<file path="config.mk">
export PLATFORM = sky130hd
export DESIGN_NAME = i2c_sensor_measure_sequencer_flat
export DESIGN_NICKNAME = d
export VERILOG_FILES = /design/src/sv/isms_pkg.sv /design/src/sv/isms_ifaces.sv /design/src/sv/i2c_sensor_measure_sequencer.sv /design/src/sv/isms_bus_fsm.sv /design/src/sv/isms_conv_pipe.sv /design/src/flat_wrapper.sv
export SDC_FILE = /design/constraint.sdc
export NUM_CORES = 1
export LEC_CHECK = 0
export BUFFER_PORTS_ARGS = -buffer_cell sky130_fd_sc_hd__clkbuf_2
export CELL_PAD_IN_SITES_DETAIL_PLACEMENT = 0
export CELL_PAD_IN_SITES_GLOBAL_PLACEMENT = 1
export CORE_MARGIN = 10
export CORE_UTILIZATION = 35
export CTS_BUF_LIST = sky130_fd_sc_hd__clkbuf_4 sky130_fd_sc_hd__clkbuf_8
export DETAILED_ROUTE_END_ITERATION = 10
export PLACE_DENSITY = 0.66
export SLEW_MARGIN = 10
export SYNTH_ARGS = -nofsm -noshare
export SYNTH_HDL_FRONTEND = slang
export SYNTH_SLANG_ARGS = --single-unit
</file>
<file path="constraint.sdc">
create_clock -name clk -period 6.85 [get_ports clk]
set_input_delay 2.055 -clock clk [delete_from_list [all_inputs] [get_ports clk]]
set_output_delay 2.055 -clock clk [all_outputs]
set_load 0.02 [all_outputs]
</file>
<file path="src/sv/isms_pkg.sv">
`default_nettype none
package isms_pkg;

	localparam int WAIT_COUNT_BITS = 24;

	localparam int CFG_IDX_W  = 3;
	localparam int CFG_DATA_W = 24;

	localparam logic [CFG_IDX_W-1:0] REG_DEVICE_ADDR = 3'd0;
	localparam logic [CFG_IDX_W-1:0] REG_TEMP_CMD    = 3'd1;
	localparam logic [CFG_IDX_W-1:0] REG_HALF_PERIOD = 3'd2;
	localparam logic [CFG_IDX_W-1:0] REG_POLL_LIMIT  = 3'd3;
	localparam logic [CFG_IDX_W-1:0] REG_CONV_WAIT   = 3'd4;

	localparam logic [7:0]  RST_DEVICE_ADDR = 8'd128;
	localparam logic [7:0]  RST_TEMP_CMD    = 8'd227;
	localparam logic [15:0] RST_HALF_PERIOD = 16'd250;
	localparam logic [7:0]  RST_POLL_LIMIT  = 8'd200;
	localparam logic [23:0] RST_CONV_WAIT   = 24'd100000;

	// value = (raw * GAIN) / 65536 - OFFSET, truncated toward zero
	localparam logic [14:0] TEMP_GAIN   = 15'd17572;
	localparam logic [14:0] TEMP_OFFSET = 15'd4685;
	localparam logic [14:0] HUM_GAIN    = 15'd12500;
	localparam logic [14:0] HUM_OFFSET  = 15'd600;

	localparam logic [1:0] ST_OK = 2'd0;

	typedef struct packed {
		logic        scl;
		logic        sda;
		logic        busy;
		logic        done;
		logic [1:0]  status;
		logic [15:0] raw;
		logic [7:0]  crc;
		logic        is_temp;
	} bus_res_t;

endpackage
`default_nettype wire

</file>
<file path="src/sv/isms_ifaces.sv">
`default_nettype none
interface isms_in_if;
	logic       valid;
	logic       ready;
	logic       cmd;
	logic [7:0] measure_cmd;
	logic       sda_in;

	modport source (output valid, output cmd, output measure_cmd, output sda_in, input ready);
	modport sink (input valid, input cmd, input measure_cmd, input sda_in, output ready);
endinterface

interface isms_out_if;
	logic               valid;
	logic               ready;
	logic               scl_out;
	logic               sda_out;
	logic               busy_res;
	logic               done_res;
	logic [1:0]         status;
	logic [15:0]        raw_value;
	logic [7:0]         crc_byte;
	logic               is_temperature;
	logic signed [14:0] converted_value;

	modport source (output valid, output scl_out, output sda_out, output busy_res,
		output done_res, output status, output raw_value, output crc_byte,
		output is_temperature, output converted_value, input ready);
	modport sink (input valid, input scl_out, input sda_out, input busy_res,
		input done_res, input status, input raw_value, input crc_byte,
		input is_temperature, input converted_value, output ready);
endinterface
`default_nettype wire

</file>
<file path="src/sv/i2c_sensor_measure_sequencer.sv">
// A tick transfer's result is registered in the bus FSM, the multiply stage
// and the output register, in that order. Throughput: one tick per cycle
// unless the output stalls; each stage holds while the next is full and stalled.
// Reset (arst_n low): registers to their defaults, bus idle with SCL and SDA
// released, stores cleared, no result pending.
`default_nettype none
module i2c_sensor_measure_sequencer (
	input  wire logic                             clk,
	input  wire logic                             arst_n,
	input  wire logic                             cfg_we,
	input  wire logic [isms_pkg::CFG_IDX_W-1:0]   cfg_idx,
	input  wire logic [isms_pkg::CFG_DATA_W-1:0]  cfg_wdata,
	isms_in_if.sink                               tick,
	isms_out_if.source                            result
);

	logic               res_valid, res_ready;
	isms_pkg::bus_res_t res;

	isms_bus_fsm u_fsm (
		.clk       (clk),
		.arst_n    (arst_n),
		.cfg_we    (cfg_we),
		.cfg_idx   (cfg_idx),
		.cfg_wdata (cfg_wdata),
		.tick      (tick),
		.res_valid (res_valid),
		.res_ready (res_ready),
		.res       (res)
	);

	isms_conv_pipe u_conv (
		.clk       (clk),
		.arst_n    (arst_n),
		.res_valid (res_valid),
		.res_ready (res_ready),
		.res       (res),
		.result    (result)
	);

endmodule
`default_nettype wire

</file>
<file path="src/sv/isms_bus_fsm.sv">
`default_nettype none
module isms_bus_fsm (
	input  wire logic                             clk,
	input  wire logic                             arst_n,
	input  wire logic                             cfg_we,
	input  wire logic [isms_pkg::CFG_IDX_W-1:0]   cfg_idx,
	input  wire logic [isms_pkg::CFG_DATA_W-1:0]  cfg_wdata,
	isms_in_if.sink                               tick,
	output logic                                  res_valid,
	input  wire logic                             res_ready,
	output isms_pkg::bus_res_t                    res
);

	localparam int CNT_W = isms_pkg::WAIT_COUNT_BITS;

	typedef enum logic [3:0] {
		PH_IDLE, PH_START, PH_TX, PH_ACKP, PH_POLL, PH_ACKEND,
		PH_WAIT, PH_RX, PH_MACK, PH_NSTOP
	} phase_t;

	logic [7:0]  dev_addr_q, temp_cmd_q, poll_limit_q;
	logic [15:0] half_q;
	logic [23:0] conv_wait_q;

	phase_t             phase_q, phase_n;
	logic [3:0]         sub_q, sub_n, sub_inc;
	logic [CNT_W-1:0]   tick_q, tick_n, half_m1, wait_w, wait_m1;
	logic               scl_q, scl_n, sda_q, sda_n, done_q, done_n;
	logic [7:0]         shift_q, shift_n, rx_shift, tx_byte;
	logic [1:0]         bidx_q, bidx_n;
	logic [7:0]         poll_q, poll_n, poll_inc;
	logic [7:0]         saved_q, saved_n, check_q, check_n;
	logic [15:0]        word_q, word_n;
	logic [1:0]         status_q, status_n, nack_code;
	logic               accept;

	assign accept     = tick.valid && tick.ready;
	assign tick.ready = !res_valid || res_ready;

	always_ff @(posedge clk or negedge arst_n) begin
		if (!arst_n) begin
			dev_addr_q   <= isms_pkg::RST_DEVICE_ADDR;
			temp_cmd_q   <= isms_pkg::RST_TEMP_CMD;
			half_q       <= isms_pkg::RST_HALF_PERIOD;
			poll_limit_q <= isms_pkg::RST_POLL_LIMIT;
			conv_wait_q  <= isms_pkg::RST_CONV_WAIT;
		end else if (cfg_we) begin
			case (cfg_idx)
				isms_pkg::REG_DEVICE_ADDR: dev_addr_q   <= cfg_wdata[7:0];
				isms_pkg::REG_TEMP_CMD:    temp_cmd_q   <= cfg_wdata[7:0];
				isms_pkg::REG_HALF_PERIOD: half_q       <= cfg_wdata[15:0];
				isms_pkg::REG_POLL_LIMIT:  poll_limit_q <= cfg_wdata[7:0];
				isms_pkg::REG_CONV_WAIT:   conv_wait_q  <= cfg_wdata[23:0];
				default: ;
			endcase
		end
	end

	assign half_m1   = (half_q == '0) ? '0 : CNT_W'(half_q - 16'd1);
	assign wait_w    = CNT_W'(conv_wait_q);
	assign wait_m1   = (wait_w == '0) ? '0 : wait_w - CNT_W'(1);
	assign sub_inc   = sub_q + 4'd1;
	assign poll_inc  = poll_q + 8'd1;
	assign rx_shift  = sub_q[0] ? {shift_q[6:0], tick.sda_in} : shift_q;
	assign nack_code = bidx_q + 2'd1;
	assign tx_byte   = (bidx_q == 2'd2) ? dev_addr_q + 8'd1 : dev_addr_q;

	always_comb begin
		phase_n  = phase_q;
		sub_n    = sub_q;
		tick_n   = tick_q;
		scl_n    = scl_q;
		sda_n    = sda_q;
		shift_n  = shift_q;
		bidx_n   = bidx_q;
		poll_n   = poll_q;
		saved_n  = saved_q;
		word_n   = word_q;
		check_n  = check_q;
		status_n = status_q;
		done_n   = 1'b0;
		if (phase_q == PH_IDLE) begin
			if (tick.cmd) begin
				saved_n  = tick.measure_cmd;
				word_n   = '0;
				check_n  = '0;
				status_n = isms_pkg::ST_OK;
				bidx_n   = '0;
				poll_n   = '0;
				shift_n  = '0;
				tick_n   = half_m1;
				{phase_n, sub_n, sda_n} = {PH_START, 4'd0, 1'b1};
			end
		end else if (tick_q != '0) begin
			tick_n = tick_q - CNT_W'(1);
		end else begin
			tick_n = half_m1;
			case (phase_q)
				PH_START: begin
					case (sub_q)
						4'd0: {phase_n, sub_n, scl_n, sda_n} = {PH_START, 4'd1, 1'b1, 1'b1};
						4'd1: {phase_n, sub_n, scl_n, sda_n} = {PH_START, 4'd2, 1'b1, 1'b0};
						4'd2: {phase_n, sub_n, scl_n, sda_n} = {PH_START, 4'd3, 1'b0, 1'b0};
						default: begin
							shift_n = tx_byte;
							{phase_n, sub_n, scl_n, sda_n} = {PH_TX, 4'd0, 1'b0, tx_byte[7]};
						end
					endcase
				end
				PH_TX: begin
					if (sub_q != 4'd15) begin
						{phase_n, sub_n, scl_n} = {PH_TX, sub_inc, sub_inc[0]};
						sda_n = shift_q[3'd7 - sub_inc[3:1]];
					end else begin
						{phase_n, sub_n, scl_n} = {PH_ACKP, 4'd0, 1'b1};
					end
				end
				PH_ACKP: begin
					case (sub_q)
						4'd0: {phase_n, sub_n, scl_n, sda_n} = {PH_ACKP, 4'd1, 1'b0, 1'b1};
						4'd1: {phase_n, sub_n, scl_n, sda_n} = {PH_ACKP, 4'd2, 1'b0, 1'b1};
						4'd2: {phase_n, sub_n, scl_n, sda_n} = {PH_ACKP, 4'd3, 1'b1, 1'b1};
						default: begin
							poll_n = '0;
							if (poll_limit_q == '0) begin
								status_n = nack_code;
								{phase_n, sub_n, scl_n, sda_n} = {PH_ACKEND, 4'd0, 1'b0, 1'b1};
							end else begin
								{phase_n, sub_n, scl_n, sda_n} = {PH_POLL, 4'd0, 1'b1, 1'b1};
							end
						end
					endcase
				end
				PH_POLL: begin
					if (!tick.sda_in) begin
						{phase_n, sub_n, scl_n, sda_n} = {PH_ACKEND, 4'd0, 1'b0, 1'b1};
					end else begin
						poll_n = poll_inc;
						if (poll_inc >= poll_limit_q) begin
							status_n = nack_code;
							{phase_n, sub_n, scl_n, sda_n} = {PH_ACKEND, 4'd0, 1'b0, 1'b1};
						end else begin
							{phase_n, sub_n, scl_n, sda_n} = {PH_POLL, 4'd0, 1'b1, 1'b1};
						end
					end
				end
				PH_ACKEND: begin
					if (status_q != isms_pkg::ST_OK) begin
						{phase_n, sub_n, tick_n, scl_n, sda_n} = {PH_IDLE, 4'd0, CNT_W'(0), 2'b11};
						done_n = 1'b1;
					end else if (bidx_q == 2'd0) begin
						bidx_n  = 2'd1;
						shift_n = saved_q;
						{phase_n, sub_n, scl_n, sda_n} = {PH_TX, 4'd0, 1'b0, saved_q[7]};
					end else if (bidx_q == 2'd1) begin
						tick_n = wait_m1;
						{phase_n, sub_n, scl_n, sda_n} = {PH_WAIT, 4'd0, 1'b0, 1'b1};
					end else begin
						bidx_n  = 2'd0;
						shift_n = '0;
						{phase_n, sub_n, scl_n, sda_n} = {PH_RX, 4'd0, 1'b0, 1'b1};
					end
				end
				PH_WAIT: begin
					bidx_n = 2'd2;
					{phase_n, sub_n, sda_n} = {PH_START, 4'd0, 1'b1};
				end
				PH_RX: begin
					shift_n = rx_shift;
					if (sub_q != 4'd15) begin
						{phase_n, sub_n, scl_n, sda_n} = {PH_RX, sub_inc, sub_inc[0], 1'b1};
					end else if (bidx_q == 2'd0) begin
						word_n = {rx_shift, word_q[7:0]};
						{phase_n, sub_n, scl_n, sda_n} = {PH_MACK, 4'd0, 1'b0, 1'b0};
					end else if (bidx_q == 2'd1) begin
						word_n = {word_q[15:8], rx_shift};
						{phase_n, sub_n, scl_n, sda_n} = {PH_MACK, 4'd0, 1'b0, 1'b0};
					end else begin
						check_n = rx_shift;
						{phase_n, sub_n, scl_n, sda_n} = {PH_NSTOP, 4'd0, 1'b0, 1'b1};
					end
				end
				PH_MACK: begin
					case (sub_q)
						4'd0: {phase_n, sub_n, scl_n, sda_n} = {PH_MACK, 4'd1, 1'b0, 1'b0};
						4'd1: {phase_n, sub_n, scl_n, sda_n} = {PH_MACK, 4'd2, 1'b1, 1'b0};
						4'd2: {phase_n, sub_n, scl_n, sda_n} = {PH_MACK, 4'd3, 1'b0, 1'b0};
						4'd3: {phase_n, sub_n, scl_n, sda_n} = {PH_MACK, 4'd4, 1'b0, 1'b1};
						default: begin
							bidx_n  = bidx_q + 2'd1;
							shift_n = '0;
							{phase_n, sub_n, scl_n, sda_n} = {PH_RX, 4'd0, 1'b0, 1'b1};
						end
					endcase
				end
				PH_NSTOP: begin
					case (sub_q)
						4'd0: {phase_n, sub_n, scl_n, sda_n} = {PH_NSTOP, 4'd1, 1'b1, 1'b1};
						4'd1: {phase_n, sub_n, scl_n, sda_n} = {PH_NSTOP, 4'd2, 1'b0, 1'b0};
						4'd2: {phase_n, sub_n, scl_n, sda_n} = {PH_NSTOP, 4'd3, 1'b1, 1'b0};
						4'd3: {phase_n, sub_n, scl_n, sda_n} = {PH_NSTOP, 4'd4, 1'b1, 1'b1};
						default: begin
							{phase_n, sub_n, tick_n, scl_n, sda_n} =
								{PH_IDLE, 4'd0, CNT_W'(0), 2'b11};
							done_n = 1'b1;
						end
					endcase
				end
				default: begin
					{phase_n, sub_n, tick_n, scl_n, sda_n} = {PH_IDLE, 4'd0, CNT_W'(0), 2'b11};
					done_n = 1'b1;
				end
			endcase
		end
	end

	always_ff @(posedge clk or negedge arst_n) begin
		if (!arst_n) begin
			phase_q   <= PH_IDLE;
			sub_q     <= '0;
			tick_q    <= '0;
			scl_q     <= 1'b1;
			sda_q     <= 1'b1;
			done_q    <= 1'b0;
			shift_q   <= '0;
			bidx_q    <= '0;
			poll_q    <= '0;
			saved_q   <= '0;
			word_q    <= '0;
			check_q   <= '0;
			status_q  <= isms_pkg::ST_OK;
			res_valid <= 1'b0;
		end else begin
			if (accept) begin
				phase_q  <= phase_n;
				sub_q    <= sub_n;
				tick_q   <= tick_n;
				scl_q    <= scl_n;
				sda_q    <= sda_n;
				done_q   <= done_n;
				shift_q  <= shift_n;
				bidx_q   <= bidx_n;
				poll_q   <= poll_n;
				saved_q  <= saved_n;
				word_q   <= word_n;
				check_q  <= check_n;
				status_q <= status_n;
			end
			if (accept)
				res_valid <= 1'b1;
			else if (res_ready)
				res_valid <= 1'b0;
		end
	end

	assign res.scl     = scl_q;
	assign res.sda     = sda_q;
	assign res.busy    = (phase_q != PH_IDLE);
	assign res.done    = done_q;
	assign res.status  = status_q;
	assign res.raw     = word_q;
	assign res.crc     = check_q;
	assign res.is_temp = (saved_q == temp_cmd_q);

endmodule
`default_nettype wire

</file>
<file path="src/sv/isms_conv_pipe.sv">
`default_nettype none
module isms_conv_pipe (
	input  wire logic               clk,
	input  wire logic               arst_n,
	input  wire logic               res_valid,
	output logic                    res_ready,
	input  wire isms_pkg::bus_res_t res,
	isms_out_if.source              result
);

	logic               v_s2, v_s3, rdy_s2, rdy_s3;
	isms_pkg::bus_res_t fld_s2, fld_s3;
	logic [30:0]        prod_c, prod_s2;
	logic [14:0]        gain, offs, hi;
	logic [15:0]        diff, quot;
	logic               corr;
	logic signed [14:0] conv_c, conv_s3;

	assign rdy_s3    = !v_s3 || result.ready;
	assign rdy_s2    = !v_s2 || rdy_s3;
	assign res_ready = rdy_s2;

	assign gain   = res.is_temp ? isms_pkg::TEMP_GAIN : isms_pkg::HUM_GAIN;
	assign prod_c = {15'd0, res.raw} * {16'd0, gain};

	// low 16 bits of the offset are zero, so truncation toward zero only
	// needs a round-up when the result is negative and the fraction nonzero
	assign offs   = fld_s2.is_temp ? isms_pkg::TEMP_OFFSET : isms_pkg::HUM_OFFSET;
	assign hi     = prod_s2[30:16];
	assign diff   = {1'b0, hi} - {1'b0, offs};
	assign corr   = (hi < offs) && (prod_s2[15:0] != '0);
	assign quot   = diff + {15'd0, corr};
	assign conv_c = (fld_s2.status != isms_pkg::ST_OK) ? '0 : quot[14:0];

	always_ff @(posedge clk or negedge arst_n) begin
		if (!arst_n) begin
			v_s2 <= 1'b0;
			v_s3 <= 1'b0;
		end else begin
			if (rdy_s2)
				v_s2 <= res_valid;
			if (rdy_s3)
				v_s3 <= v_s2;
		end
	end

	always_ff @(posedge clk) begin
		if (rdy_s2 && res_valid) begin
			fld_s2  <= res;
			prod_s2 <= prod_c;
		end
		if (rdy_s3 && v_s2) begin
			fld_s3  <= fld_s2;
			conv_s3 <= conv_c;
		end
	end

	assign result.valid           = v_s3;
	assign result.scl_out         = fld_s3.scl;
	assign result.sda_out         = fld_s3.sda;
	assign result.busy_res        = fld_s3.busy;
	assign result.done_res        = fld_s3.done;
	assign result.status          = fld_s3.status;
	assign result.raw_value       = fld_s3.raw;
	assign result.crc_byte        = fld_s3.crc;
	assign result.is_temperature  = fld_s3.is_temp;
	assign result.converted_value = conv_s3;

endmodule
`default_nettype wire

</file>
<file path="src/flat_wrapper.sv">
// flat-port wrapper written by rule: the top's interface ports become plain ports
module i2c_sensor_measure_sequencer_flat 
  (clk, arst_n, cfg_we, cfg_idx, cfg_wdata, tick_valid, tick_cmd, tick_measure_cmd, tick_sda_in, tick_ready, result_valid, result_scl_out, result_sda_out, result_busy_res, result_done_res, result_status, result_raw_value, result_crc_byte, result_is_temperature, result_converted_value, result_ready);
  isms_in_if tick_i ();
  isms_out_if result_i ();
  input  wire logic clk;
  input  wire logic arst_n;
  input  wire logic cfg_we;
  input  wire logic [isms_pkg::CFG_IDX_W-1:0] cfg_idx;
  input  wire logic [isms_pkg::CFG_DATA_W-1:0] cfg_wdata;
  input wire logic [$bits(tick_i.valid)-1:0] tick_valid;
  input wire logic [$bits(tick_i.cmd)-1:0] tick_cmd;
  input wire logic [$bits(tick_i.measure_cmd)-1:0] tick_measure_cmd;
  input wire logic [$bits(tick_i.sda_in)-1:0] tick_sda_in;
  output wire logic [$bits(tick_i.ready)-1:0] tick_ready;
  output wire logic [$bits(result_i.valid)-1:0] result_valid;
  output wire logic [$bits(result_i.scl_out)-1:0] result_scl_out;
  output wire logic [$bits(result_i.sda_out)-1:0] result_sda_out;
  output wire logic [$bits(result_i.busy_res)-1:0] result_busy_res;
  output wire logic [$bits(result_i.done_res)-1:0] result_done_res;
  output wire logic [$bits(result_i.status)-1:0] result_status;
  output wire logic [$bits(result_i.raw_value)-1:0] result_raw_value;
  output wire logic [$bits(result_i.crc_byte)-1:0] result_crc_byte;
  output wire logic [$bits(result_i.is_temperature)-1:0] result_is_temperature;
  output wire logic [$bits(result_i.converted_value)-1:0] result_converted_value;
  input wire logic [$bits(result_i.ready)-1:0] result_ready;
  assign tick_i.valid = tick_valid;
  assign tick_i.cmd = tick_cmd;
  assign tick_i.measure_cmd = tick_measure_cmd;
  assign tick_i.sda_in = tick_sda_in;
  assign tick_ready = tick_i.ready;
  assign result_valid = result_i.valid;
  assign result_scl_out = result_i.scl_out;
  assign result_sda_out = result_i.sda_out;
  assign result_busy_res = result_i.busy_res;
  assign result_done_res = result_i.done_res;
  assign result_status = result_i.status;
  assign result_raw_value = result_i.raw_value;
  assign result_crc_byte = result_i.crc_byte;
  assign result_is_temperature = result_i.is_temperature;
  assign result_converted_value = result_i.converted_value;
  assign result_i.ready = result_ready;
  i2c_sensor_measure_sequencer u_core (.clk(clk), .arst_n(arst_n), .cfg_we(cfg_we), .cfg_idx(cfg_idx), .cfg_wdata(cfg_wdata), .tick(tick_i), .result(result_i));
endmodule
</file>
==> flow_summary.rst, run 1 <==
.. list-table::
   :header-rows: 1

   * - Metric
     - Value
   * - Gate count after technology mapping
     - 1695
   * - Worst Path Arrival
     - 6.96 ns
   * - Cell with the largest stage delay on the worst path
     - sky130_fd_sc_hd__dfstp_2
   * - Post-synth top area share
     - 0.1821
   * - Achievable clock frequency
     - 0.1516 GHz
   * - Total met3 wirelength after detailed routing
     - 2315 um
   * - Port buffer count
     - 89
   * - Total length of routed met2 wires
     - 20150 um
   * - Placeable core area
     - 51090 um^2
   * - Drt total wl
     - 46210 um
   * - First drt pass iteration count
     - 5
   * - Average wire length per cell after detail routing
     - 18.30 um
   * - Clk pwr share
     - 0.169
   * - Die extent in y
     - 246.8 um
   * - Count of boundary I/O pins
     - 90
   * - Library cell occupying the most area in the post-synthesis netlist
     - sky130_fd_sc_hd__dfrtp_1
   * - Setup repair after global routing missed its margin
     - yes
   * - Largest net degree at the start of global routing
     - 70
   * - Status
     - finished clean
   * - Internal power
     - 5.424 mW
   * - CP peak stage delay
     - 0.54 ns
   * - Max Root-Sink Buffers
     - 3
   * - Static leakage
     - 9.341 nW
   * - Synthesis warning total
     - 0
   * - IR Drop Worst-Case VDD
     - 0.4317 mV
   * - Slew headroom
     - 0.2803
   * - Highest routing layer actually used
     - met4
   * - Area of the die
     - 60920 um^2
   * - Unique masters post-synth
     - 93
   * - CP max FO
     - 22
   * - Instance area at placement
     - 19250 um^2
   * - Total half-perimeter wirelength after legalization and detailed placement
     - 34960 um
   * - Detail Route Antenna Nets
     - 0
   * - Syn Std Cell Area
     - 18010 um^2
   * - Vias in the first global route
     - 12.95k
   * - Max H-tree Level
     - 2
   * - Top cells by area, synth
     - sky130_fd_sc_hd__dfrtp_1, sky130_fd_sc_hd__edfxtp_1, sky130_fd_sc_hd__ha_1
   * - Net Sw Frac
     - 0.4445
   * - Clock latency at the later pin of the worst-skew pair
     - 0.68 ns
   * - Count of final setup violators
     - 0
   * - GR Util All Layers
     - 0.1520
   * - Required time of the critical path
     - 7.21 ns
   * - Net count reported at finish
     - 2098
   * - Post-synthesis sequential element count
     - 258
   * - Startpoint-to-endpoint class of the critical path
     - flop to flop
   * - Antenna violations before repair
     - 1
   * - Clock Root Buffer
     - sky130_fd_sc_hd__clkbuf_8
   * - Post-route setup TNS
     - 0 ns
   * - Shortest clock period the worst path allows after layout
     - 6.595 ns
   * - Cell-by-cell trace of the critical path
     - xor2_1, nor4_2, nand4_1, buf_12, clkinvlp_4, nor2_1, or2_2, ha_1, fa_1, fa_1, inv_1, fa_1, inv_1, fa_1, ha_1, ha_2, o21ai_0, nor3_1, a32o_1, o211a_1, nor3_1, a211oi_1
   * - Hold WS
     - 0.4158 ns
   * - Total global routing overflow
     - 0
   * - Vias/cell
     - 5.146
   * - Kind of capture point of the worst setup path
     - flop
   * - TritonCTS clock tree
     - built
   * - MaxCap Viol Count
     - 0
   * - FFs w/ async S/R, synth
     - 0.5969
   * - Clock Pin Slew Worst Setup and Hold Paths
     - 0.07 ns
   * - Combinational share of power
     - 0.558
   * - Most Frequent Cell on Critical Path
     - sky130_fd_sc_hd__fa_1
   * - Class of the tightest hold or removal check
     - flop to flop
   * - Iter 0 DRT Violations
     - 842
   * - Most frequent cells after synthesis
     - sky130_fd_sc_hd__ha_1, sky130_fd_sc_hd__nor2_1, sky130_fd_sc_hd__inv_1
   * - Number of design rule violations left after detail routing
     - 0
   * - Fraction of layout instances using a drive strength above 1
     - 0.1997
   * - Total power draw
     - 9.764 mW
   * - Slew at the pin closest to its max-slew limit
     - 1.080 ns
   * - Post-synthesis sequential area ratio
     - 0.3891
   * - Ys flop type
     - sky130_fd_sc_hd__dfrtp_1
   * - Area overhead of the layout relative to synthesis
     - 13.15%
   * - Sw power
     - 4.340 mW
   * - Count of endpoints failing hold in the final timing report
     - 0
   * - Clk_skew
     - 0.06348 ns
   * - Cell area after layout
     - 20370 um^2
   * - Number of clock buffers inserted by TritonCTS
     - 48
   * - Number of fill cells in the layout
     - 5097
   * - Number of enable-type register cells in the synthesized netlist
     - 104
   * - Row count
     - 83
   * - Vias post-DR
     - 12.99k
   * - Routed length on met1
     - 22840 um
   * - Post-Synthesis Mean Instance Area
     - 10.62 um^2
   * - Initial Util
     - 0.3524
   * - Slew Limit Fails
     - 0
   * - Count of clock tree sinks
     - 258
   * - Final clock period utilization by the worst path
     - 0.9628
   * - Routability congestion estimate
     - 0.8858
   * - Sequential share of power
     - 0.273
   * - Category of the worst setup path launch point
     - flop
   * - Global-route wire length before repair
     - 73800 um
   * - Top-count cell post-synth
     - sky130_fd_sc_hd__ha_1
   * - Power Density
     - 479.2 nW/um^2
   * - Chip width
     - 246.8 um
   * - Final core utilization
     - 0.3988
[worst max-delay path: cells and delay by family (launching register included)]
| family | cells | cell delay, ns |
|---|---|---|
| compound gates | 4 | 0.93 |
| xor+xnor | 1 | 0.08 |
| fa+ha+maj | 7 | 3.02 |
| buf+inv | 4 | 0.45 |
| flops | 1 | 0.54 |
| simple gates | 6 | 1.25 |
[power by group through the flow]
stage | combinational (mW) | clock (mW) | sequential, mW
3_3_place_gp | 5.37 | 0 | 2.68
5_1_grt | 6.27 | 1.78 | 2.74
6_report | 5.44 | 1.65 | 2.67
3_5_place_dp | 5.34 | 0 | 2.70
2_1_floorplan | 4.05 | 0 | 2.58
4_1_cts | 5.44 | 1.71 | 2.67
[through the flow]
step                worst slack, ns  instances
CTS                         0.06650       2520
finish                       0.2547       2525
floorplan                    0.6633       1710
global placement             0.2060       2430
detailed placement          0.09184       2430
global route               -0.01574       2525
[layout make-up]
class | count | area, um^2 | area share
Multi-Input combinational cell | 1243 | 10310 | 0.5062
Antenna cell | 2 | 5.005 | 0.0002456
Timing Repair Buffer | 106 | 591.8 | 0.02905
Sequential cell | 258 | 7005 | 0.3438
Clock inverter | 18 | 196.4 | 0.009641
Inverter | 146 | 551.8 | 0.02708
Tap cell | 680 | 850.8 | 0.04176
Clock buffer | 72 | 859.6 | 0.04219
[repair_timing]
| action | CTS | global route |
|---|---|---|
| resized for setup | 1 | 7 |
| pin swaps | 0 | 2 |
| endpoints found under the setup margin | 1 | 7 |
| setup buffers | 0 | 3 |
| hold buffers | 0 | 0 |
[kinds of logic after synthesis]
kind of cell | count (synthesis) | synth area share
AO/OA/AOI/OAI | 286 | 0.1072
flip-flops | 258 | 0.3891
AND/OR/NAND/NOR | 483 | 0.1352
buffers and inverters | 209 | 0.04399
XOR/XNOR | 93 | 0.04524
adder cells (fa/ha/maj) | 253 | 0.2092
multiplexers | 111 | 0.06977
other | 2 | 0.0004171
[cell usage in the layout (no fill, tap or decap), types with 6 or more instances in the layout]
cell	instances
sky130_fd_sc_hd__fa_1	80
sky130_fd_sc_hd__a21o_1	14
sky130_fd_sc_hd__clkbuf_2	88
sky130_fd_sc_hd__o21a_1	6
sky130_fd_sc_hd__ha_1	169
sky130_fd_sc_hd__xor2_1	51
sky130_fd_sc_hd__nor2_1	151
sky130_fd_sc_hd__conb_1	17
sky130_fd_sc_hd__mux2i_1	13
sky130_fd_sc_hd__a211oi_1	13
sky130_fd_sc_hd__dfstp_2	23
sky130_fd_sc_hd__nor2b_1	8
sky130_fd_sc_hd__o21ai_0	75
sky130_fd_sc_hd__clkinv_1	6
sky130_fd_sc_hd__edfxtp_1	104
sky130_fd_sc_hd__a221oi_1	12
sky130_fd_sc_hd__nand2_1	95
sky130_fd_sc_hd__dfrtp_1	131
sky130_fd_sc_hd__o31ai_1	11
sky130_fd_sc_hd__buf_4	16
sky130_fd_sc_hd__xnor2_1	42
sky130_fd_sc_hd__or2_2	18
sky130_fd_sc_hd__nand3_1	27
sky130_fd_sc_hd__nand2b_1	17
sky130_fd_sc_hd__or3_1	9
sky130_fd_sc_hd__o22ai_1	7
sky130_fd_sc_hd__nor4_1	19
sky130_fd_sc_hd__a22oi_1	6
sky130_fd_sc_hd__clkbuf_8	51
sky130_fd_sc_hd__mux2_2	95
sky130_fd_sc_hd__nor3_1	52
sky130_fd_sc_hd__and3_1	12
sky130_fd_sc_hd__and2_1	15
sky130_fd_sc_hd__nand4_1	11
sky130_fd_sc_hd__clkbuf_4	21
sky130_fd_sc_hd__a31oi_1	14
sky130_fd_sc_hd__inv_1	144
sky130_fd_sc_hd__a21oi_1	58
sky130_fd_sc_hd__nor4_2	6
sky130_fd_sc_hd__clkinv_2	7
[state kept, by name, indices dropped and copies added, names as in the netlist, 4 cells and up]
| signal | cells |
|---|---|
| u_core.u_fsm.check_q | 8 |
| u_core.u_fsm.saved_q | 8 |
| u_core.u_fsm.sub_q | 4 |
| u_core.u_fsm.poll_limit_q | 8 |
| u_core.u_conv.prod_s2 | 27 |
| u_core.u_fsm.conv_wait_q | 24 |
| u_core.u_fsm.tick_q | 24 |
| u_core.u_fsm.shift_q | 8 |
| u_core.u_fsm.phase_q | 4 |
| u_core.u_conv.result.raw_value | 16 |
| u_core.u_conv.fld_s2 | 31 |
| u_core.u_conv.result.converted_value | 15 |
| u_core.u_fsm.half_q | 16 |
| u_core.u_fsm.dev_addr_q | 8 |
| u_core.u_conv.result.crc_byte | 8 |
| u_core.u_fsm.word_q | 16 |
| u_core.u_fsm.temp_cmd_q | 8 |
| u_core.u_fsm.poll_q | 8 |
[path summary, 6_finish.rpt]
kind | start | end | slack [ns] | depth (start not counted)
worst min-delay path | u_core.u_conv.fld_s2[16] | u_core.u_conv.result.raw_value[7] | 0.42 | 0
max in group asynchronous | arst_n | u_core.u_fsm.word_q[12] | 4.24 | 2
worst min register to register | u_core.u_conv.fld_s2[16] | u_core.u_conv.result.raw_value[7] | 0.42 | 0
min in group asynchronous | arst_n | u_core.u_conv.result.valid | 1.36 | 1
worst max register to register | u_core.u_fsm.temp_cmd_q[7] | u_core.u_conv.prod_s2[30] | 0.25 | 22
worst max-delay path | u_core.u_fsm.temp_cmd_q[7] | u_core.u_conv.prod_s2[30] | 0.25 | 22
[layer usage]
metal / up-vias / global-route usage
met5: - / 0
met2: 273 / 0.2215
li1: 6240 / -
met1: 6415 / 0.2250
met3: 65 / 0.02849
met4: 0 / 0.04131
Note: power is estimated with default switching activity, not from simulation.
==> inputs of run 2 (changes only) <==
==> constraint.sdc (replaced) <==
create_clock -name clk -period 6.85 [get_ports clk]
set_input_delay 0 -clock clk [delete_from_list [all_inputs] [get_ports clk]]
set_output_delay 0 -clock clk [all_outputs]
set_load 0.02 [all_outputs]
==> flow_summary.rst, run 2 (synthesis results as in run 1) <==
.. list-table::
   :header-rows: 1

   * - Metric
     - Value
   * - Number of clock buffers inserted by TritonCTS
     - 48 (unchanged)
   * - IR Drop Worst-Case VDD
     - 0.3487 mV (-19%)
   * - Fraction of layout instances using a drive strength above 1
     - 0.1922 (-0.007428)
   * - Area overhead of the layout relative to synthesis
     - 15.65%
   * - Worst Setup Slack post-DPL
     - 0.1490 ns (+0.05716 ns)
   * - Number of fill cells in the layout
     - 5030 (-1.3%)
   * - Die extent in y
     - 246.8 um (unchanged)
   * - Most frequent standard cell in the layout excluding fill and tap cells
     - sky130_fd_sc_hd__ha_1
   * - Slew headroom
     - 0.1294 (-0.1509)
   * - Most flop-heavy register
     - u_core.u_conv.fld_s2
   * - GR Util All Layers
     - 0.1516 (-0.0004071)
   * - Max H-tree Level
     - 2 (unchanged)
   * - Cell-by-cell trace of the critical path
     - xor2_1, nor4_2, nand4_1, buf_12, clkinvlp_4, nor2_1, or2_2, ha_1, fa_1, inv_1, fa_1, inv_1, fa_1, fa_1, ha_1, ha_1, a211oi_2, nand2_1, a211oi_1, a21oi_1, a41o_1, xor2_1
   * - Sequential standard cell area
     - 7005 um^2 (unchanged)
   * - Iter 0 DRT Violations
     - 899 (+6.8%)
   * - Class of the tightest hold or removal check
     - input port to asynchronous set/reset pin
   * - Most Frequent Cell on Critical Path
     - sky130_fd_sc_hd__fa_1
   * - CP max FO
     - 22 (unchanged)
   * - Count of clock tree sinks
     - 258 (unchanged)
   * - Clock Root Buffer
     - sky130_fd_sc_hd__clkbuf_8
   * - Registers with the highest flip-flop counts
     - u_core.u_conv.fld_s2 x31, u_core.u_conv.prod_s2 x27
   * - Dpl cells
     - 2429 (-0.041%)
   * - Combined area of the multi-input logic cells
     - 10290 um^2 (-0.18%)
   * - Total power draw
     - 9.855 mW (+0.92%)
   * - Vias/cell
     - 5.151 (+0.11%)
   * - Worst setup margin
     - 0.3038 ns (+0.04913 ns)
   * - Post-route setup TNS
     - 0 ns (unchanged)
   * - Clock latency at the later pin of the worst-skew pair
     - 0.68 ns (about the same)
   * - Count of boundary I/O pins
     - 90 (unchanged)
   * - Drt total wl
     - 46580 um (+0.80%)
   * - Detail Route Antenna Nets
     - 0 (unchanged)
   * - Cell area after layout
     - 20820 um^2 (+2.2%)
   * - Routability congestion estimate
     - 0.8841 (-0.19%)
   * - Final core utilization
     - 0.4076 (+0.008791)
   * - Worst Path Arrival
     - 6.95 ns (about the same)
   * - Vias in the first global route
     - 13.13k (+1.4%)
   * - Clk pwr share
     - 0.177 (+0.008)
   * - First drt pass iteration count
     - 5 (unchanged)
   * - Shortest clock period the worst path allows after layout
     - 6.546 ns (-0.04913 ns)
   * - Startpoint-to-endpoint class of the critical path
     - flop to flop
   * - Commonest non-fill, non-tap cells in the layout
     - sky130_fd_sc_hd__ha_1, sky130_fd_sc_hd__nor2_1, sky130_fd_sc_hd__inv_1
   * - Count of endpoints failing hold in the final timing report
     - 0 (unchanged)
   * - Count of final setup violators
     - 0 (unchanged)
   * - Vias post-DR
     - 13.21k (+1.7%)
   * - Sw power
     - 4.374 mW (+0.79%)
   * - CP peak stage delay
     - 0.54 ns (about the same)
   * - Slew at the pin closest to its max-slew limit
     - 1.303 ns (+0.2236 ns)
   * - Combinational share of power
     - 0.551 (-0.007)
   * - Static leakage
     - 9.543 nW (+2.2%)
   * - Achievable clock frequency
     - 0.1528 GHz (+0.75%)
   * - Power Density
     - 473.2 nW/um^2 (-1.3%)
   * - Net count reported at finish
     - 2138 (+1.9%)
   * - Buffers & Inverters on Critical Path
     - 4 (unchanged)
   * - Port buffer count
     - 89 (unchanged)
   * - Worst path top cell family by delay
     - adder cells
   * - MaxCap Viol Count
     - 0 (unchanged)
   * - Max FFs per register
     - 31 (unchanged)
   * - Slew Limit Fails
     - 0 (unchanged)
   * - Number of design rule violations left after detail routing
     - 0 (unchanged)
   * - Hold WS
     - 0.007900 ns (-0.4079 ns)
   * - Net Sw Frac
     - 0.4439 (-0.0006023)
   * - Sequential share of power
     - 0.272 (about the same)
   * - Status
     - finished clean
   * - Clock Pin Slew Worst Setup and Hold Paths
     - 0.06 ns (about the same)
   * - Internal power
     - 5.480 mW (+1.0%)
   * - Category of the worst setup path launch point
     - flop
   * - Max Root-Sink Buffers
     - 3 (unchanged)
   * - Global-route wire length before repair
     - 73750 um (about the same)
   * - Kind of capture point of the worst setup path
     - flop
   * - Average wire length per cell after detail routing
     - 18.16 um (-0.77%)
   * - Antenna violations before repair
     - 1 (unchanged)
   * - Largest net degree at the start of global routing
     - 95 (+36%)
   * - Non-filler cells, final
     - 2565 (+1.6%)
   * - Instance area at placement
     - 19250 um^2 (about the same)
   * - Initial Util
     - 0.3524 (unchanged)
   * - TritonCTS clock tree
     - built
   * - Area of the die
     - 60920 um^2 (unchanged)
   * - Required time of the critical path
     - 7.25 ns (+0.04 ns)
   * - Row count
     - 83 (unchanged)
   * - Clk_skew
     - 0.05676 ns (-0.006711 ns)
   * - Placeable core area
     - 51090 um^2 (unchanged)
   * - Cell with the largest stage delay on the worst path
     - sky130_fd_sc_hd__dfstp_2
   * - Total half-perimeter wirelength after legalization and detailed placement
     - 34780 um (-0.52%)
   * - Final clock period utilization by the worst path
     - 0.9557 (-0.007172)
   * - Total global routing overflow
     - 0 (unchanged)
   * - Chip width
     - 246.8 um (unchanged)
## run 2: cell types whose count changed in the layout (fill, tap and decap cells not counted), moves of 2 or more
cell                            before  now
sky130_fd_sc_hd__bufinv_16           3    5
sky130_fd_sc_hd__clkbuf_4           21   10
sky130_fd_sc_hd__clkbuf_8           51   55
sky130_fd_sc_hd__ha_1              169  172
sky130_fd_sc_hd__buf_4              16   14
sky130_fd_sc_hd__ha_2                4    1
sky130_fd_sc_hd__clkinv_2            7   12
sky130_fd_sc_hd__dlygate4sd3_1       0   42
## run 2: cell type report
cell class | count | share of cell area
Inverter | 146 | 0.02650
Timing Repair Buffer | 146 | 0.04789
Tap cell | 680 | 0.04086
Multi-Input combinational cell | 1243 | 0.4944
Clock inverter | 25 | 0.01376
Sequential cell | 258 | 0.3364
Clock buffer | 65 | 0.03996
Antenna cell | 2 | 0.0002403
## run 2: worst register-to-register path, cell delays in order, from the launching register on
cell,delay (ns)
sky130_fd_sc_hd__dfstp_2,0.54
sky130_fd_sc_hd__xor2_1,0.08
sky130_fd_sc_hd__nor4_2,0.32
sky130_fd_sc_hd__nand4_1,0.19
sky130_fd_sc_hd__buf_12,0.20
sky130_fd_sc_hd__clkinvlp_4,0.17
sky130_fd_sc_hd__nor2_1,0.09
sky130_fd_sc_hd__or2_2,0.34
sky130_fd_sc_hd__ha_1,0.32
sky130_fd_sc_hd__fa_1,0.52
sky130_fd_sc_hd__inv_1,0.06
sky130_fd_sc_hd__fa_1,0.52
sky130_fd_sc_hd__inv_1,0.05
sky130_fd_sc_hd__fa_1,0.51
sky130_fd_sc_hd__fa_1,0.49
sky130_fd_sc_hd__ha_1,0.31
sky130_fd_sc_hd__ha_1,0.40
sky130_fd_sc_hd__a211oi_2,0.28
sky130_fd_sc_hd__nand2_1,0.10
sky130_fd_sc_hd__a211oi_1,0.22
sky130_fd_sc_hd__a21oi_1,0.15
sky130_fd_sc_hd__a41o_1,0.29
sky130_fd_sc_hd__xor2_1,0.14
## run 2: metal layers
metal / routed length, um / vias to the layer above / part of all wire / global-route usage
met3: 2280 / 60 / 0.049 / 0.02536
li1: - / 6323 / - / -
met2: 20420 / 290 / 0.44 / 0.2275
met4: 848 / 0 / 0.018 / 0.04005
met1: 23040 / 6540 / 0.49 / 0.2213
met5: 0 / - / 0 / 0
## run 2: repair_timing
| action | in CTS | in global routing |
|---|---|---|
| endpoints found under the hold margin | 186 | 0 |
| setup endpoints to repair | 0 | 5 |
| setup buffers | 0 | 2 |
| resized for setup | 0 | 5 |
| hold buffers | 42 | 0 |
## run 2: path summary, 6_finish.rpt
path                                             from  depth (start not counted)  slack, ns                           endpoint
max                        u_core.u_fsm.temp_cmd_q[0]                         22       0.30          u_core.u_conv.prod_s2[29]
min                                            arst_n                          2      0.008            u_core.u_fsm.tick_q[12]
max reg2reg                u_core.u_fsm.temp_cmd_q[0]                         22       0.30          u_core.u_conv.prod_s2[29]
min reg2reg                  u_core.u_conv.fld_s2[13]                          0       0.41  u_core.u_conv.result.raw_value[4]
max in group asynchronous                      arst_n                          3       5.45            u_core.u_fsm.shift_q[6]
min in group clk                               cfg_we                          5       0.10         u_core.u_fsm.temp_cmd_q[6]
## run 2: power by group through the flow
stage	Combinational (mW)	Clock, mW	Sequential, mW
finish	5.43	1.74	2.68
global route	6.21	1.86	2.74
CTS	5.46	1.80	2.68
detailed placement	5.35	0	2.71
global placement	5.36	0	2.69
floorplan	4.05	0	2.58
==> inputs of run 3 (changes only) <==
clock period = 7.46 ns   (was 6.85 ns; I/O delays follow)
==> flow_summary.rst, run 3 (synthesis results as in run 1) <==
.. list-table::
   :header-rows: 1

   * - Metric
     - Value
   * - Number of clock buffers inserted by TritonCTS
     - 49 (+2.1%)
   * - Total half-perimeter wirelength after legalization and detailed placement
     - 35310 um (+1.5%)
   * - Largest net degree at the start of global routing
     - 75 (-21%)
   * - Clock latency at the later pin of the worst-skew pair
     - 0.67 ns (about the same)
   * - Kind of capture point of the worst setup path
     - flop
   * - Placeable core area
     - 51090 um^2 (unchanged)
   * - Area overhead of the layout relative to synthesis
     - 15.31%
   * - Diodes inserted
     - 0 (-2)
   * - Count of boundary I/O pins
     - 90 (unchanged)
   * - Slew Limit Fails
     - 0 (unchanged)
   * - Power Density
     - 434.2 nW/um^2 (-8.2%)
   * - Clock Pin Slew Worst Setup and Hold Paths
     - 0.06 ns (about the same)
   * - Chip width
     - 246.8 um (unchanged)
   * - Number of stages on the worst hold path
     - 4
   * - Startpoint-to-endpoint class of the critical path
     - flop to flop
   * - First drt pass iteration count
     - 5 (unchanged)
   * - Shortest clock period the worst path allows after layout
     - 6.732 ns (+0.1857 ns)
   * - Initial Util
     - 0.3524 (unchanged)
   * - Count of final setup violators
     - 0 (unchanged)
   * - Clock Root Buffer
     - sky130_fd_sc_hd__clkbuf_8
   * - Count of endpoints failing hold in the final timing report
     - 0 (unchanged)
   * - TritonCTS clock tree
     - built
   * - Total power draw
     - 9.016 mW (-8.5%)
   * - Most frequent standard cell in the layout excluding fill and tap cells
     - sky130_fd_sc_hd__ha_1
   * - Commonest non-fill, non-tap cells in the layout
     - sky130_fd_sc_hd__ha_1, sky130_fd_sc_hd__nor2_1, sky130_fd_sc_hd__inv_1
   * - Die extent in y
     - 246.8 um (unchanged)
   * - Iter 0 DRT Violations
     - 839 (-6.7%)
   * - Number of design rule violations left after detail routing
     - 0 (unchanged)
   * - Setup repair after global routing missed its margin
     - no
   * - Max FFs per register
     - 31 (unchanged)
   * - Static leakage
     - 9.515 nW (-0.29%)
   * - Achievable clock frequency
     - 0.1485 GHz (-2.8%)
   * - Row count
     - 83 (unchanged)
   * - Total global routing overflow
     - 0 (unchanged)
   * - Hold WS
     - 0.07487 ns (+0.06697 ns)
   * - Vias post-DR
     - 13.12k (-0.67%)
   * - Global-route wire length before repair
     - 75240 um (+2.0%)
   * - Required time of the critical path
     - 7.84 ns (+0.59 ns)
   * - Antenna violations before repair
     - 0 (-1)
   * - Fraction of layout instances using a drive strength above 1
     - 0.1877 (-0.004580)
   * - Max H-tree Level
     - 2 (unchanged)
   * - Max Root-Sink Buffers
     - 3 (unchanged)
   * - Class of the tightest hold or removal check
     - input port to flop
   * - Post-route setup TNS
     - 0 ns (unchanged)
   * - Routability congestion estimate
     - 0.8883 (+0.48%)
   * - Count of clock tree sinks
     - 258 (unchanged)
   * - Registers with the highest flip-flop counts
     - u_core.u_conv.fld_s2 x31, u_core.u_conv.prod_s2 x27
   * - IR Drop Worst-Case VDD
     - 0.3070 mV (-12%)
   * - Most flop-heavy register
     - u_core.u_conv.fld_s2
   * - Status
     - finished clean
   * - Dpl cells
     - 2427 (-0.082%)
   * - Clk_skew
     - 0.06356 ns (+0.006795 ns)
   * - Net count reported at finish
     - 2138 (unchanged)
   * - Vias/cell
     - 5.125 (-0.52%)
   * - MaxCap Viol Count
     - 0 (unchanged)
   * - Number of cells on the worst reg-to-reg path
     - 22 (unchanged)
   * - Number of fill cells in the layout
     - 5013 (-0.34%)
   * - GR Util All Layers
     - 0.1557 (+0.004092)
   * - Worst Path Arrival
     - 7.11 ns (+0.16 ns)
   * - Category of the worst setup path launch point
     - flop
   * - Vias in the first global route
     - 13.33k (+1.5%)
   * - Slew at the pin closest to its max-slew limit
     - 1.258 ns (-0.04530 ns)
   * - Detail Route Antenna Nets
     - 0 (unchanged)
   * - Area of the die
     - 60920 um^2 (unchanged)
   * - Port buffer count
     - 89 (unchanged)
   * - CP max FO
     - 11 (-50%)
   * - Drt total wl
     - 47130 um (+1.2%)
   * - Average wire length per cell after detail routing
     - 18.40 um (+1.3%)
   * - Non-filler cells, final
     - 2561 (-0.16%)
   * - Final clock period utilization by the worst path
     - 0.9024 (-0.05326)
   * - Slew headroom
     - 0.1558 (+0.02645)
-- run 3: stage by stage --
step / worst slack (ns) / utilization / area, um^2
after floorplan: 1.273 / - / 18060
after global placement: 0.8882 / 0.3762 / 19220
after detailed placement: 0.7343 / 0.3762 / 19220
after CTS: 0.6897 / 0.4063 / 20760
after global routing: 0.3065 / 0.4064 / 20760
final: 0.7281 / 0.4064 / 20760
-- run 3: worst paths after layout --
path / end / slack (ns) / startpoint
worst max-delay path: u_core.u_conv.prod_s2[28] / 0.73 / u_core.u_fsm.temp_cmd_q[7]
worst min-delay path: u_core.u_fsm.dev_addr_q[6] / 0.07 / cfg_we
worst max register to register: u_core.u_conv.prod_s2[28] / 0.73 / u_core.u_fsm.temp_cmd_q[7]
worst min register to register: u_core.u_conv.result.crc_byte[1] / 0.39 / u_core.u_conv.fld_s2[2]
max in group asynchronous: u_core.u_fsm.tick_q[23] / 5.69 / arst_n
min in group asynchronous: u_core.u_conv.v_s2 / 0.44 / arst_n
-- run 3: final cells by class --
type                       count  area, um^2  area share
multi-input combinational   1243       10290      0.4954
sequential                   258        7005      0.3374
timing repair buffer         145        1002     0.04827
clock buffer                  70       869.6     0.04188
tap                          680       850.8     0.04098
inverter                     146       548.0     0.02640
clock inverter                19       200.2    0.009642
-- run 3: per-layer routing --
layer / GRT usage / vias up / wire (um)
met5: 0 / - / 0
met4: 0.03915 / 0 / 930
met3: 0.03334 / 71 / 2823
met2: 0.2352 / 321 / 20620
met1: 0.2221 / 6408 / 22760
li1: - / 6324 / -
-- run 3: critical path, cell delays in order, from the launching register on --
cell	delay, ns
sky130_fd_sc_hd__dfstp_2	0.53
sky130_fd_sc_hd__xor2_1	0.07
sky130_fd_sc_hd__nor4_1	0.42
sky130_fd_sc_hd__nand4_1	0.22
sky130_fd_sc_hd__clkinv_1	0.25
sky130_fd_sc_hd__buf_4	0.20
sky130_fd_sc_hd__nand2_1	0.10
sky130_fd_sc_hd__o21ai_0	0.20
sky130_fd_sc_hd__ha_1	0.33
sky130_fd_sc_hd__fa_1	0.51
sky130_fd_sc_hd__fa_1	0.54
sky130_fd_sc_hd__inv_1	0.05
sky130_fd_sc_hd__fa_1	0.52
sky130_fd_sc_hd__inv_1	0.05
sky130_fd_sc_hd__fa_1	0.47
sky130_fd_sc_hd__ha_1	0.31
sky130_fd_sc_hd__ha_1	0.42
sky130_fd_sc_hd__nand4_1	0.14
sky130_fd_sc_hd__nor4_1	0.32
sky130_fd_sc_hd__o221a_2	0.28
sky130_fd_sc_hd__o211a_1	0.22
sky130_fd_sc_hd__mux2i_1	0.19
sky130_fd_sc_hd__nand2_1	0.07
-- run 3: power breakdown --
| group | leakage [nW] | internal, mW | switching (mW) |
|---|---|---|---|
| logic | 6.02 | 2.06 | 2.98 |
| registers | 2.93 | 2.06 | 0.397 |
| clock network | 0.568 | 0.864 | 0.658 |
| total | 9.52 | 4.98 | 4.04 |
-- run 3: timing repair --
action                                 in CTS  in global routing
endpoints found under the hold margin     174                  0
buffers inserted                            0                  0
gates resized for setup                     0                  0
hold buffers                               45                  0
setup endpoints to repair                   0                  0
